`config.mk`:
```
export PLATFORM = sky130hd
export DESIGN_NAME = ultrasonic_ranger_controller
export DESIGN_NICKNAME = d
export VERILOG_FILES = /design/src/rtl/core/usr_pkg.sv /design/src/rtl/core/usr_echo_acc.sv /design/src/rtl/core/ultrasonic_ranger_controller.sv
export SDC_FILE = /design/constraint.sdc
export NUM_CORES = 1
export LEC_CHECK = 0
export BUFFER_PORTS_ARGS = -buffer_cell sky130_fd_sc_hd__buf_2
export CELL_PAD_IN_SITES_DETAIL_PLACEMENT = 1
export CELL_PAD_IN_SITES_GLOBAL_PLACEMENT = 2
export CORE_AREA = 2 2 177 179
export CTS_CLUSTER_SIZE = 14
export DETAILED_ROUTE_END_ITERATION = 12
export DIE_AREA = 0 0 179 181
export GPL_TIMING_DRIVEN = 1
export PLACE_DENSITY_LB_ADDON = 0.1
export REMOVE_ABC_BUFFERS = 1
export SLEW_MARGIN = 20
export SYNTH_ARGS = -nofsm -noshare
export SYNTH_HDL_FRONTEND = slang
export SYNTH_SLANG_ARGS = --single-unit
```
`constraint.sdc`:
```
create_clock -name clk -period 4.5 [get_ports clk]
set_clock_uncertainty 0.05 [all_clocks]
set_input_delay 1.125 -clock clk [delete_from_list [all_inputs] [get_ports clk]]
set_output_delay 1.125 -clock clk [all_outputs]
set_load 0.05 [all_outputs]
```
`src/rtl/core/usr_pkg.sv`:
```
// ----------------------------------------------------------------------------
// usr_pkg: shared types and constants for the ultrasonic ranger controller
// Phase codes, register indexes, reset values and the echo-to-distance ratio.
// ----------------------------------------------------------------------------
package usr_pkg;

  // Echo counter width default (ticks while echo is high)
  localparam int COUNT_BITS_DEF = 16;

  // Distance in whole centimetres
  localparam int DIST_BITS = 14;
  localparam logic [DIST_BITS-1:0] DIST_MAX   = '1;
  localparam logic [DIST_BITS-1:0] DIST_RESET = 14'd10000;

  // distance = floor(ticks * DIST_NUM / DIST_DEN), i.e. 10/58 cm per 10 us tick
  localparam int REM_BITS = 5;
  localparam logic [REM_BITS:0] DIST_NUM = 6'd5;
  localparam logic [REM_BITS:0] DIST_DEN = 6'd29;

  // Configuration port
  localparam int CFG_IDX_BITS  = 3;
  localparam int CFG_DATA_BITS = 16;
  localparam logic [CFG_IDX_BITS-1:0] CFG_WAIT_TICKS    = 3'd0;
  localparam logic [CFG_IDX_BITS-1:0] CFG_TRIGGER_TICKS = 3'd1;
  localparam logic [CFG_IDX_BITS-1:0] CFG_NEAR_LIMIT    = 3'd2;
  localparam logic [CFG_IDX_BITS-1:0] CFG_MID_LIMIT     = 3'd3;
  localparam logic [CFG_IDX_BITS-1:0] CFG_FAR_LIMIT     = 3'd4;

  localparam int WAIT_BITS = 16;
  localparam int TRIG_BITS = 8;
  localparam logic [WAIT_BITS-1:0] WAIT_TICKS_RESET    = 16'd10004;
  localparam logic [TRIG_BITS-1:0] TRIGGER_TICKS_RESET = 8'd1;
  localparam logic [DIST_BITS-1:0] NEAR_LIMIT_RESET    = 14'd5;
  localparam logic [DIST_BITS-1:0] MID_LIMIT_RESET     = 14'd10;
  localparam logic [DIST_BITS-1:0] FAR_LIMIT_RESET     = 14'd15;

  // Active-low LED bar patterns, one lit LED per band
  localparam logic [3:0] LED_NEAR = 4'hE;
  localparam logic [3:0] LED_MID  = 4'hD;
  localparam logic [3:0] LED_FAR  = 4'hB;
  localparam logic [3:0] LED_OUT  = 4'h7;

  // Stream widths
  localparam int S_TDATA_BITS = 8;
  localparam int M_TDATA_BITS = 24;

  typedef enum logic [2:0] {
    PH_WAIT      = 3'd0,
    PH_TRIG_LOW  = 3'd1,
    PH_TRIG_HIGH = 3'd2,
    PH_ARMED     = 3'd3,
    PH_COUNT     = 3'd4
  } phase_t;

  // Control from the sequencer to the echo accumulator
  typedef struct packed {
    logic clear;  // rising echo edge: restart the measurement
    logic step;   // echo still high: one more tick
  } acc_ctrl_t;

endpackage

```
`src/rtl/core/usr_echo_acc.sv`:
```
// ----------------------------------------------------------------------------
// usr_echo_acc: echo width accumulator
// Counts echo ticks (saturating) and keeps ticks*5/29 as a running quotient
// and remainder, so the distance is ready the tick the echo falls.
// ----------------------------------------------------------------------------
module usr_echo_acc #(
  parameter int COUNT_BITS = usr_pkg::COUNT_BITS_DEF
) (
  input  logic                         clk,
  input  logic                         rst,
  input  usr_pkg::acc_ctrl_t           ctrl,
  output logic [usr_pkg::DIST_BITS-1:0] dist_cm
);
  import usr_pkg::*;

  logic [COUNT_BITS-1:0] count;
  logic [REM_BITS-1:0]   rem;
  logic [DIST_BITS-1:0]  quot;

  logic [REM_BITS:0]     rem_sum;
  logic                  wrap;
  logic [REM_BITS-1:0]   rem_next;
  logic [DIST_BITS-1:0]  quot_next;

  // remainder stays below 29, so one compare and subtract per tick
  always_comb begin
    rem_sum   = {1'b0, rem} + DIST_NUM;
    wrap      = (rem_sum >= DIST_DEN);
    rem_next  = wrap ? REM_BITS'(rem_sum - DIST_DEN) : rem_sum[REM_BITS-1:0];
    quot_next = (wrap && (quot != DIST_MAX)) ? quot + 1'b1 : quot;
  end

  always_ff @(posedge clk) begin
    if (rst || ctrl.clear) begin
      count <= '0;
      rem   <= '0;
      quot  <= '0;
    end else if (ctrl.step && !(&count)) begin
      count <= count + 1'b1;
      rem   <= rem_next;
      quot  <= quot_next;
    end
  end

  assign dist_cm = quot;

`ifndef SYNTHESIS
  a_rem_range: assert property (@(posedge clk) disable iff (rst)
    {1'b0, rem} < DIST_DEN)
    else $error("echo remainder out of range");

  a_sat_hold: assert property (@(posedge clk) disable iff (rst)
    (&count) && !ctrl.clear |=> (&count) && $stable(quot))
    else $error("saturated echo count moved");
`endif

endmodule

```
`src/rtl/core/ultrasonic_ranger_controller.sv`:
```
// ----------------------------------------------------------------------------
// ultrasonic_ranger_controller: HC-SR04 style ranging sequencer
// One input transaction per 10 us tick; one result transaction per tick.
// ----------------------------------------------------------------------------
// Each input transaction is one 10 us tick carrying the sampled echo level.
// The sequencer waits wait_ticks ticks, drives the trigger low for one tick
// and high for trigger_ticks ticks, then listens for a rising echo edge and
// counts ticks while the echo stays high (saturating, no timeout). On the
// falling edge the distance floor(ticks*5/29) cm is stored and measure_done
// is flagged for that tick. Every tick returns one result: trigger level,
// the active-low LED bar band of the stored distance, the stored distance
// and the done flag. Zero wait or trigger lengths act as one. Throughput is
// one tick per clock: state and result are computed in a single pass at the
// input transaction and land in an output register; a one-entry skid
// register behind it keeps s_tready high while a result waits, so only a
// second unaccepted result stalls the input. The distance divide is a
// running quotient kept while the echo is counted, so no divider sits in
// the path.
// ----------------------------------------------------------------------------
module ultrasonic_ranger_controller #(
  parameter int COUNT_BITS = usr_pkg::COUNT_BITS_DEF
) (
  input  logic                              clk,
  input  logic                              rst,
  // config write port
  input  logic                              cfg_we,
  input  logic [usr_pkg::CFG_IDX_BITS-1:0]  cfg_index,
  input  logic [usr_pkg::CFG_DATA_BITS-1:0] cfg_data,
  // tick stream in
  input  logic                              s_tvalid,
  output logic                              s_tready,
  input  logic [usr_pkg::S_TDATA_BITS-1:0]  s_tdata,  // [0] echo_level, [7:1] zero
  // result stream out
  output logic                              m_tvalid,
  input  logic                              m_tready,
  // [0] trigger_out, [4:1] led_bar_n, [18:5] distance_cm, [19] measure_done,
  // [23:20] zero
  output logic [usr_pkg::M_TDATA_BITS-1:0]  m_tdata
);
  import usr_pkg::*;

  // ---------------- configuration registers ----------------
  logic [WAIT_BITS-1:0] wait_ticks;
  logic [TRIG_BITS-1:0] trigger_ticks;
  logic [DIST_BITS-1:0] near_limit;
  logic [DIST_BITS-1:0] mid_limit;
  logic [DIST_BITS-1:0] far_limit;

  always_ff @(posedge clk) begin
    if (rst) begin
      wait_ticks    <= WAIT_TICKS_RESET;
      trigger_ticks <= TRIGGER_TICKS_RESET;
      near_limit    <= NEAR_LIMIT_RESET;
      mid_limit     <= MID_LIMIT_RESET;
      far_limit     <= FAR_LIMIT_RESET;
    end else if (cfg_we) begin
      case (cfg_index)
        CFG_WAIT_TICKS:    wait_ticks    <= cfg_data[WAIT_BITS-1:0];
        CFG_TRIGGER_TICKS: trigger_ticks <= cfg_data[TRIG_BITS-1:0];
        CFG_NEAR_LIMIT:    near_limit    <= cfg_data[DIST_BITS-1:0];
        CFG_MID_LIMIT:     mid_limit     <= cfg_data[DIST_BITS-1:0];
        CFG_FAR_LIMIT:     far_limit     <= cfg_data[DIST_BITS-1:0];
        default: ;  // unused indexes are ignored
      endcase
    end
  end

  // ---------------- handshakes ----------------
  logic accept;
  logic take;
  logic out_valid;
  logic skid_valid;
  logic [M_TDATA_BITS-1:0] out_data;
  logic [M_TDATA_BITS-1:0] skid_data;

  assign s_tready = !skid_valid;
  assign accept   = s_tvalid && s_tready;
  assign m_tvalid = out_valid;
  assign m_tdata  = out_data;
  assign take     = out_valid && m_tready;

  // ---------------- sequencer state ----------------
  phase_t               phase;
  phase_t               phase_next;
  logic [WAIT_BITS-1:0] wait_count;
  logic [WAIT_BITS-1:0] wait_count_next;
  logic                 last_echo;
  logic [DIST_BITS-1:0] stored_distance;
  logic [DIST_BITS-1:0] stored_distance_next;

  logic                 echo;
  logic [WAIT_BITS-1:0] wait_len;
  logic [TRIG_BITS-1:0] trig_len;
  logic [WAIT_BITS:0]   wait_inc;
  logic                 wait_end;
  logic                 trig_end;
  logic                 echo_rise;
  logic                 trig;
  logic                 done;
  acc_ctrl_t            acc_ctrl;
  logic [DIST_BITS-1:0] acc_dist;
  logic [3:0]           led_bar;
  logic [M_TDATA_BITS-1:0] result;

  assign echo      = s_tdata[0];
  // a length of zero behaves as one
  assign wait_len  = (wait_ticks == '0) ? WAIT_BITS'(1) : wait_ticks;
  assign trig_len  = (trigger_ticks == '0) ? TRIG_BITS'(1) : trigger_ticks;
  assign wait_inc  = {1'b0, wait_count} + 1'b1;
  assign wait_end  = (wait_inc >= {1'b0, wait_len});
  assign trig_end  = (wait_inc >= (WAIT_BITS+1)'(trig_len));
  // an echo already high when listening starts is not an edge
  assign echo_rise = echo && !last_echo;

  // next phase
  always_comb begin
    phase_next = phase;
    case (phase)
      PH_WAIT:      if (wait_end)  phase_next = PH_TRIG_LOW;
      PH_TRIG_LOW:                 phase_next = PH_TRIG_HIGH;
      PH_TRIG_HIGH: if (trig_end)  phase_next = PH_ARMED;
      PH_ARMED:     if (echo_rise) phase_next = PH_COUNT;
      PH_COUNT:     if (!echo)     phase_next = PH_WAIT;
      default:                     phase_next = PH_WAIT;
    endcase
  end

  // per-tick outputs and counter updates
  always_comb begin
    wait_count_next      = '0;
    stored_distance_next = stored_distance;
    acc_ctrl             = '0;
    trig                 = 1'b0;
    done                 = 1'b0;
    case (phase)
      PH_WAIT: begin
        if (!wait_end) wait_count_next = wait_inc[WAIT_BITS-1:0];
      end
      PH_TRIG_LOW: ;
      PH_TRIG_HIGH: begin
        trig = 1'b1;
        if (!trig_end) wait_count_next = wait_inc[WAIT_BITS-1:0];
      end
      PH_ARMED: begin
        wait_count_next = wait_count;
        acc_ctrl.clear  = accept && echo_rise;
      end
      PH_COUNT: begin
        wait_count_next = wait_count;
        if (echo) begin
          acc_ctrl.step = accept;
        end else begin
          stored_distance_next = acc_dist;
          done                 = 1'b1;
          wait_count_next      = '0;
        end
      end
      default: ;
    endcase
  end

  // band of the distance after this tick; first limit met wins
  always_comb begin
    if (stored_distance_next < near_limit)     led_bar = LED_NEAR;
    else if (stored_distance_next < mid_limit) led_bar = LED_MID;
    else if (stored_distance_next < far_limit) led_bar = LED_FAR;
    else                                       led_bar = LED_OUT;
  end

  assign result = {(M_TDATA_BITS-DIST_BITS-6)'(0), done, stored_distance_next,
                   led_bar, trig};

  always_ff @(posedge clk) begin
    if (rst) begin
      phase           <= PH_WAIT;
      wait_count      <= '0;
      last_echo       <= 1'b0;
      stored_distance <= DIST_RESET;
    end else if (accept) begin
      phase           <= phase_next;
      wait_count      <= wait_count_next;
      last_echo       <= echo;
      stored_distance <= stored_distance_next;
    end
  end

  usr_echo_acc #(
    .COUNT_BITS (COUNT_BITS)
  ) u_echo_acc (
    .clk     (clk),
    .rst     (rst),
    .ctrl    (acc_ctrl),
    .dist_cm (acc_dist)
  );

  // ---------------- output register + skid ----------------
  always_ff @(posedge clk) begin
    if (rst) begin
      out_valid  <= 1'b0;
      skid_valid <= 1'b0;
    end else if (take || !out_valid) begin
      out_valid  <= skid_valid || accept;
      skid_valid <= 1'b0;
    end else if (accept) begin
      skid_valid <= 1'b1;
    end
  end

  always_ff @(posedge clk) begin
    if (take || !out_valid) begin
      out_data <= skid_valid ? skid_data : result;
    end else if (accept) begin
      skid_data <= result;
    end
  end

`ifndef SYNTHESIS
  a_skid_behind_out: assert property (@(posedge clk) disable iff (rst)
    skid_valid |-> out_valid)
    else $error("skid holds a result while output register is empty");

  a_measure_ends: assert property (@(posedge clk) disable iff (rst)
    accept && (phase == PH_COUNT) && !echo |=> (phase == PH_WAIT) && (wait_count == '0))
    else $error("falling echo did not return to wait");

  a_trig_follows_low: assert property (@(posedge clk) disable iff (rst)
    accept && (phase == PH_TRIG_LOW) |=> (phase == PH_TRIG_HIGH))
    else $error("trigger low tick not followed by trigger high");

  a_hold_no_accept: assert property (@(posedge clk) disable iff (rst)
    !accept |=> $stable(phase) && $stable(stored_distance))
    else $error("sequencer state moved without an input transaction");
`endif

endmodule

```
=== Yosys cells after proc, flatten, opt, wreduce, memory -nomap -nowiden ===
Cells that the tools add are included.

* Register bits: 177
* Input port bits: 32
* Word-level logic and storage cells: 94

* Add/sub/neg operators: 5
* $lt $le $gt $ge: 6
* Eq/ne operators: 13
* Mux-type cells: 24
* Bitwise logic cells: 2
* Reduce and logical (&&, ||, !) cells: 28

{| class="wikitable"
|+ Operator list
! kind !! number
|-
| 2-to-1 mux 16 bit || 4
|-
| one-hot mux 16 bit (4 select lines) || 1
|-
| < comparator 14 bit || 3
|-
| 2-to-1 mux 14 bit || 2
|-
| 2-to-1 mux 20 bit || 1
|-
| adder 16 x 1 -> 17 bit, second input constant || 1
|-
| greater-or-equal comparator 17 x 16 -> 1 bit || 1
|-
| greater-or-equal comparator 17 x 8 -> 1 bit || 1
|-
| adder 16 x 1 -> 16 bit, second input constant || 1
|-
| zero test 16 bit || 1
|-
| AND reduction 16 bit || 1
|-
| one-hot mux 3 bit (5 select lines) || 1
|-
| adder 14 x 1 -> 14 bit, second input constant || 1
|-
| != test 14 bit, second input constant || 1
|-
| AND reduction 2 bit || 7
|-
| equality test 3 x 2 -> 1 bit, second input constant || 4
|-
| 2-to-1 mux 3 bit || 4
|-
| 2-to-1 mux 4 bit || 3
|-
| zero test 8 bit || 1
|-
| 2-to-1 mux 8 bit || 1
|-
| != test 2 bit, second input constant || 4
|-
| adder 5 x 3 -> 6 bit, second input constant || 1
|-
| equality test 3 x 1 -> 1 bit, second input constant || 2
|-
| equality test 3 bit, second input constant || 2
|-
| other kinds (12) || 29
|}

=== Longest topological paths before layout ===
* Depth in word-level cells: 7
* Gate-level depth with buffers: 14
* Depth with buffers taken out: 13

=== Cells and area by module ===
Synthesis repeated with hierarchy kept, for this count alone.

* Cells, all modules: 1,063
* Area, all modules: 9,300.2 µm²

{| class="wikitable"
|+ Modules (own cells, without submodules)
! module !! instances !! cells each !! area an instance (µm²) !! seq. area each (µm²)
|-
| ultrasonic_ranger_controller || 1 || 832 || 7,338.3 || 3,243.1
|-
| usr_echo_acc || 1 || 231 || 1,961.9 || 700.7
|}

=== Worst setup path before layout ===
No wires, ideal clock.

* Path type: input port to flip-flop
* From: in s_tdata[0] in the netlist's numbering
* To: reg out_data[3] (netlist: m_tdata[3]), data pin
* Arrival: 4,087 ps
* Required time: 4,190 ps
* Setup slack: 103 ps
* Stages on the path: 10
* Path through: nor4b_4 > clkbuf_1 > mux2_2 > ha_1 > a21o_1 > a211o_1 > a2111oi_0 > o41ai_2 > nand3b_1 > mux2_2

* Longest elaborated chain between the ends: 7

{| class="wikitable"
|+ RTL lines
! what !! RTL line !! text
|-
| from (decl) || ultrasonic_ranger_controller.sv:32 || <nowiki>input logic [usr_pkg::S_TDATA_BITS-1:0] s_tdata,</nowiki>
|-
| 2-to-1 mux 14 bit * || ultrasonic_ranger_controller.sv:150 || <nowiki>if (echo) begin</nowiki>
|-
| 2-to-1 mux 14 bit * || ultrasonic_ranger_controller.sv:135 || <nowiki>case (phase)</nowiki>
|-
| named net stored_distance_next[8] || ultrasonic_ranger_controller.sv:89 || <nowiki>logic [DIST_BITS-1:0] stored_distance_next;</nowiki>
|-
| < comparator 14 bit || ultrasonic_ranger_controller.sv:166 || <nowiki>else if (stored_distance_next < far_limit) led_bar = LED_FAR;</nowiki>
|-
| 2-to-1 mux 4 bit || ultrasonic_ranger_controller.sv:166 ||
|-
| 2-to-1 mux 4 bit || ultrasonic_ranger_controller.sv:165 || <nowiki>else if (stored_distance_next < mid_limit) led_bar = LED_MID;</nowiki>
|-
| 2-to-1 mux 4 bit * || ultrasonic_ranger_controller.sv:164 || <nowiki>if (stored_distance_next < near_limit) led_bar = LED_NEAR;</nowiki>
|-
| named net led_bar[2] || ultrasonic_ranger_controller.sv:102 || <nowiki>logic [3:0] led_bar;</nowiki>
|-
| 2-to-1 mux 20 bit * || ultrasonic_ranger_controller.sv:211 || <nowiki>out_data <= skid_valid ? skid_data : result;</nowiki>
|-
| to (signal assigned) || ultrasonic_ranger_controller.sv:211 ||
|-
| to (decl) || ultrasonic_ranger_controller.sv:73 || <nowiki>logic [M_TDATA_BITS-1:0] out_data;</nowiki>
|}

Mark *: on every way through the listed nets, which the timed path passes. The rest lies on a longest branch.
A chain may end at the register's enable or synchronous reset.

=== Worst setup path after layout ===
Same ends and word-level chain as after synthesis.

==> metrics.cfg <==
[routing]
drcViolationCount=0
wl_mm=25.4
drtIter0Drc=273
antenna_left=0
drtPass1Iterations=4
vias=7141
wire_per_inst_um=17.0
vias_per_cell=4.78

[setup_path]
critPathLaunchType=primary input
cp_max_fo=16
r2r_cells=12
crit_type=primary input to flop
end_kind=flop
crit_required_ns=4.64
worstPathArrival_ns=4.13

[die]
ios=58
die_area_um2=32400
initial_core_util=0.298
coreArea_um2=30300
die_w_um=179
std_cell_rows=64
fp.dieH_um=181

[grt]
antenna_found_initial=0
grt.overflow.total=0
grt_max_degree=84
track_usage=0.165
grt_pass1_vias=7266
grt_pass1_wl_mm=41.3

[synth]
ys_ff_latch=177
yosysMostFrequentCell=nand2_1
yosysWarnings=0
async_reset_ff_frac=0
synth_top_area_frac=0.303
synthFlopType=dfxtp_1
synth_cell_types=60
synth-seq-area-share=0.436
avgSynthCellArea_um2=8.72
synth_common_cells=200 x nand2_1, 137 x dfxtp_1, 83 x nor2_1, 79 x inv_1, 74 x a21oi_1
synthCells=1037
synth_edf_count=40
netlist_area_um2=9040
yosys.area.top_type=dfxtp_1
synth_area_leaders=dfxtp_1 30%, edfxtp_1 13%, ha_1 9.4%

[clocking]
clockBufferDepth=2
root_buffer=clkbuf_16
cts_tree=yes
cts_setup_buffers=0
cts.hold.buffers_added=0
post_cts_resized=0
clock-sinks=177
htreeDepth=4
cts_buffers=17
clkTransAtPathRegs_ns=0.07
insertion_delay_ns=0.44

[sta]
final-setup-viol-count=0
tightestPinTransition_ns=0.968
finalSetupTns_ns=0
finalCritPeriodShare=0.886
hold_violations=0
fin_crit_ns=3.99
maxSlewHeadroom=0.355
fmax_ghz=0.251
drv_slew=0
rsz0062_at_grt=false

[pwr]
power.leakage_uw=0.00407
p_per_area_nw_per_um2=359
max-vdd-ir-drop_uv=292

[place]
port_buffers=46
gp_congestion=0.780
detailed_place_hpwl_mm=18.4

[run]
timing.max_cap.violations=0

[worst_hold_path]
hold_depth=2
min_path_type=flop to flop

[layout]
antenna_cells=0
nets=1184
area_growth_pct=14.8
drive_above_1_share=0.127
finish.utilization=0.342
fillerInstances=3599

[status]
outcome=completed

cell usage in the layout (no fill, tap or decap), types with 4 or more instances in the layout:
cell / synthesis / layout
and3_1: 8 / 8
clkbuf_16: 0 / 17
nand3b_1: 15 / 15
nand4_1: 18 / 18
o211ai_1: 4 / 4
or3_1: 5 / 5
nor2_1: 83 / 82
xor2_1: 21 / 21
buf_2: 2 / 46
nand2b_1: 8 / 8
dfxtp_1: 137 / 137
xnor2_1: 24 / 24
mux2_2: 31 / 31
conb_1: 1 / 4
ha_1: 68 / 68
a21o_1: 19 / 19
nor3_1: 29 / 29
a211o_1: 9 / 9
nor4_1: 13 / 13
buf_4: 4 / 23
o21ai_1: 17 / 17
inv_1: 79 / 79
inv_6: 0 / 4
o21ai_0: 16 / 16
edfxtp_1: 40 / 40
nand2_1: 200 / 200
mux2i_1: 4 / 4
nand3_1: 22 / 22
a21oi_1: 74 / 74
worst max-delay path, stage by stage:
cell and delay (ns):
buf_2 0.13, nor4b_4 0.32, buf_12 0.20, mux2_2 0.42
ha_1 0.31, a21o_1 0.16, a211o_1 0.31, a2111oi_0 0.40
buf_4 0.19, o41ai_2 0.08, nand3b_1 0.19, mux2_2 0.28
logic make-up after synthesis:
kind of cell             count (synthesis)  synth area share
AND/OR/NAND/NOR                        420             0.215
flip-flops                             177             0.436
AO/OA/AOI/OAI                          167             0.114
buffers and inverters                  124            0.0534
adder cells (fa/ha/maj)                 68            0.0941
XOR/XNOR                                45            0.0436
multiplexers                            35            0.0430
other                                    1          0.000415
where the power goes:
part | internal (uW) | total [uW] | switching (uW)
Sequential | 1680 | 1710 | 28.5
Clock | 879 | 1550 | 675
Combinational | 153 | 463 | 310
area by class of cell:
cell class,count,area (um^2),share of cell area
inverters,79,297,0.0286
clock buffers,20,437,0.0421
well taps,396,495,0.0477
multi-input cells,739,4630,0.446
flip-flops and latches,177,3940,0.380
repair buffers,70,423,0.0407
clock inverters,12,156,0.0151
worst paths after layout:
path	startpoint	end	slack, ns
max	s_tdata[0]	m_tdata[3]$_DFFE_PP_	0.51
min	near_limit[8]$_SDFFE_PP0P_	near_limit[8]$_SDFFE_PP0P_	0.41
max reg2reg	wait_count[1]$_SDFFE_PP0P_	wait_count[4]$_SDFFE_PP0P_	0.86
min reg2reg	near_limit[8]$_SDFFE_PP0P_	near_limit[8]$_SDFFE_PP0P_	0.41
state kept, by name, summed over array words and instances, names as in the netlist, 3 cells and up:
signal              flops
far_limit              14
m_tdata                20
mid_limit              14
near_limit             14
phase                   3
skid_data              20
stored_distance        14
trigger_ticks           8
u_echo_acc.count       16
u_echo_acc.dist_cm     14
u_echo_acc.rem          5
wait_count             16
wait_ticks             16
through the flow:
step	cell area (um^2)	power (uW)	setup slack, ns	hold slack, ns	std cells
2_1_floorplan	8870	2040	0.180	0.375	995
3_3_place_gp	9790	2210	0.0546	0.387	1461
3_5_place_dp	9790	2220	0.0281	0.397	1461
4_1_cts	10400	3800	0.510	0.407	1493
5_1_grt	10400	3900	0.308	0.426	1493
6_report	10400	3730	0.514	0.405	1493
metal layers:
layer | GRT usage | share of wire | wire length (um) | up-vias
met3 | 0.0305 | 0.023 | 586 | 12
met4 | 0.0367 | 0.0076 | 193 | 0
met5 | 0 | 0 | 0 | -
li1 | - | - | - | 3640
met1 | 0.241 | 0.54 | 13700 | 3420
met2 | 0.251 | 0.43 | 10900 | 69
Power figures use the tool's default switching activity.
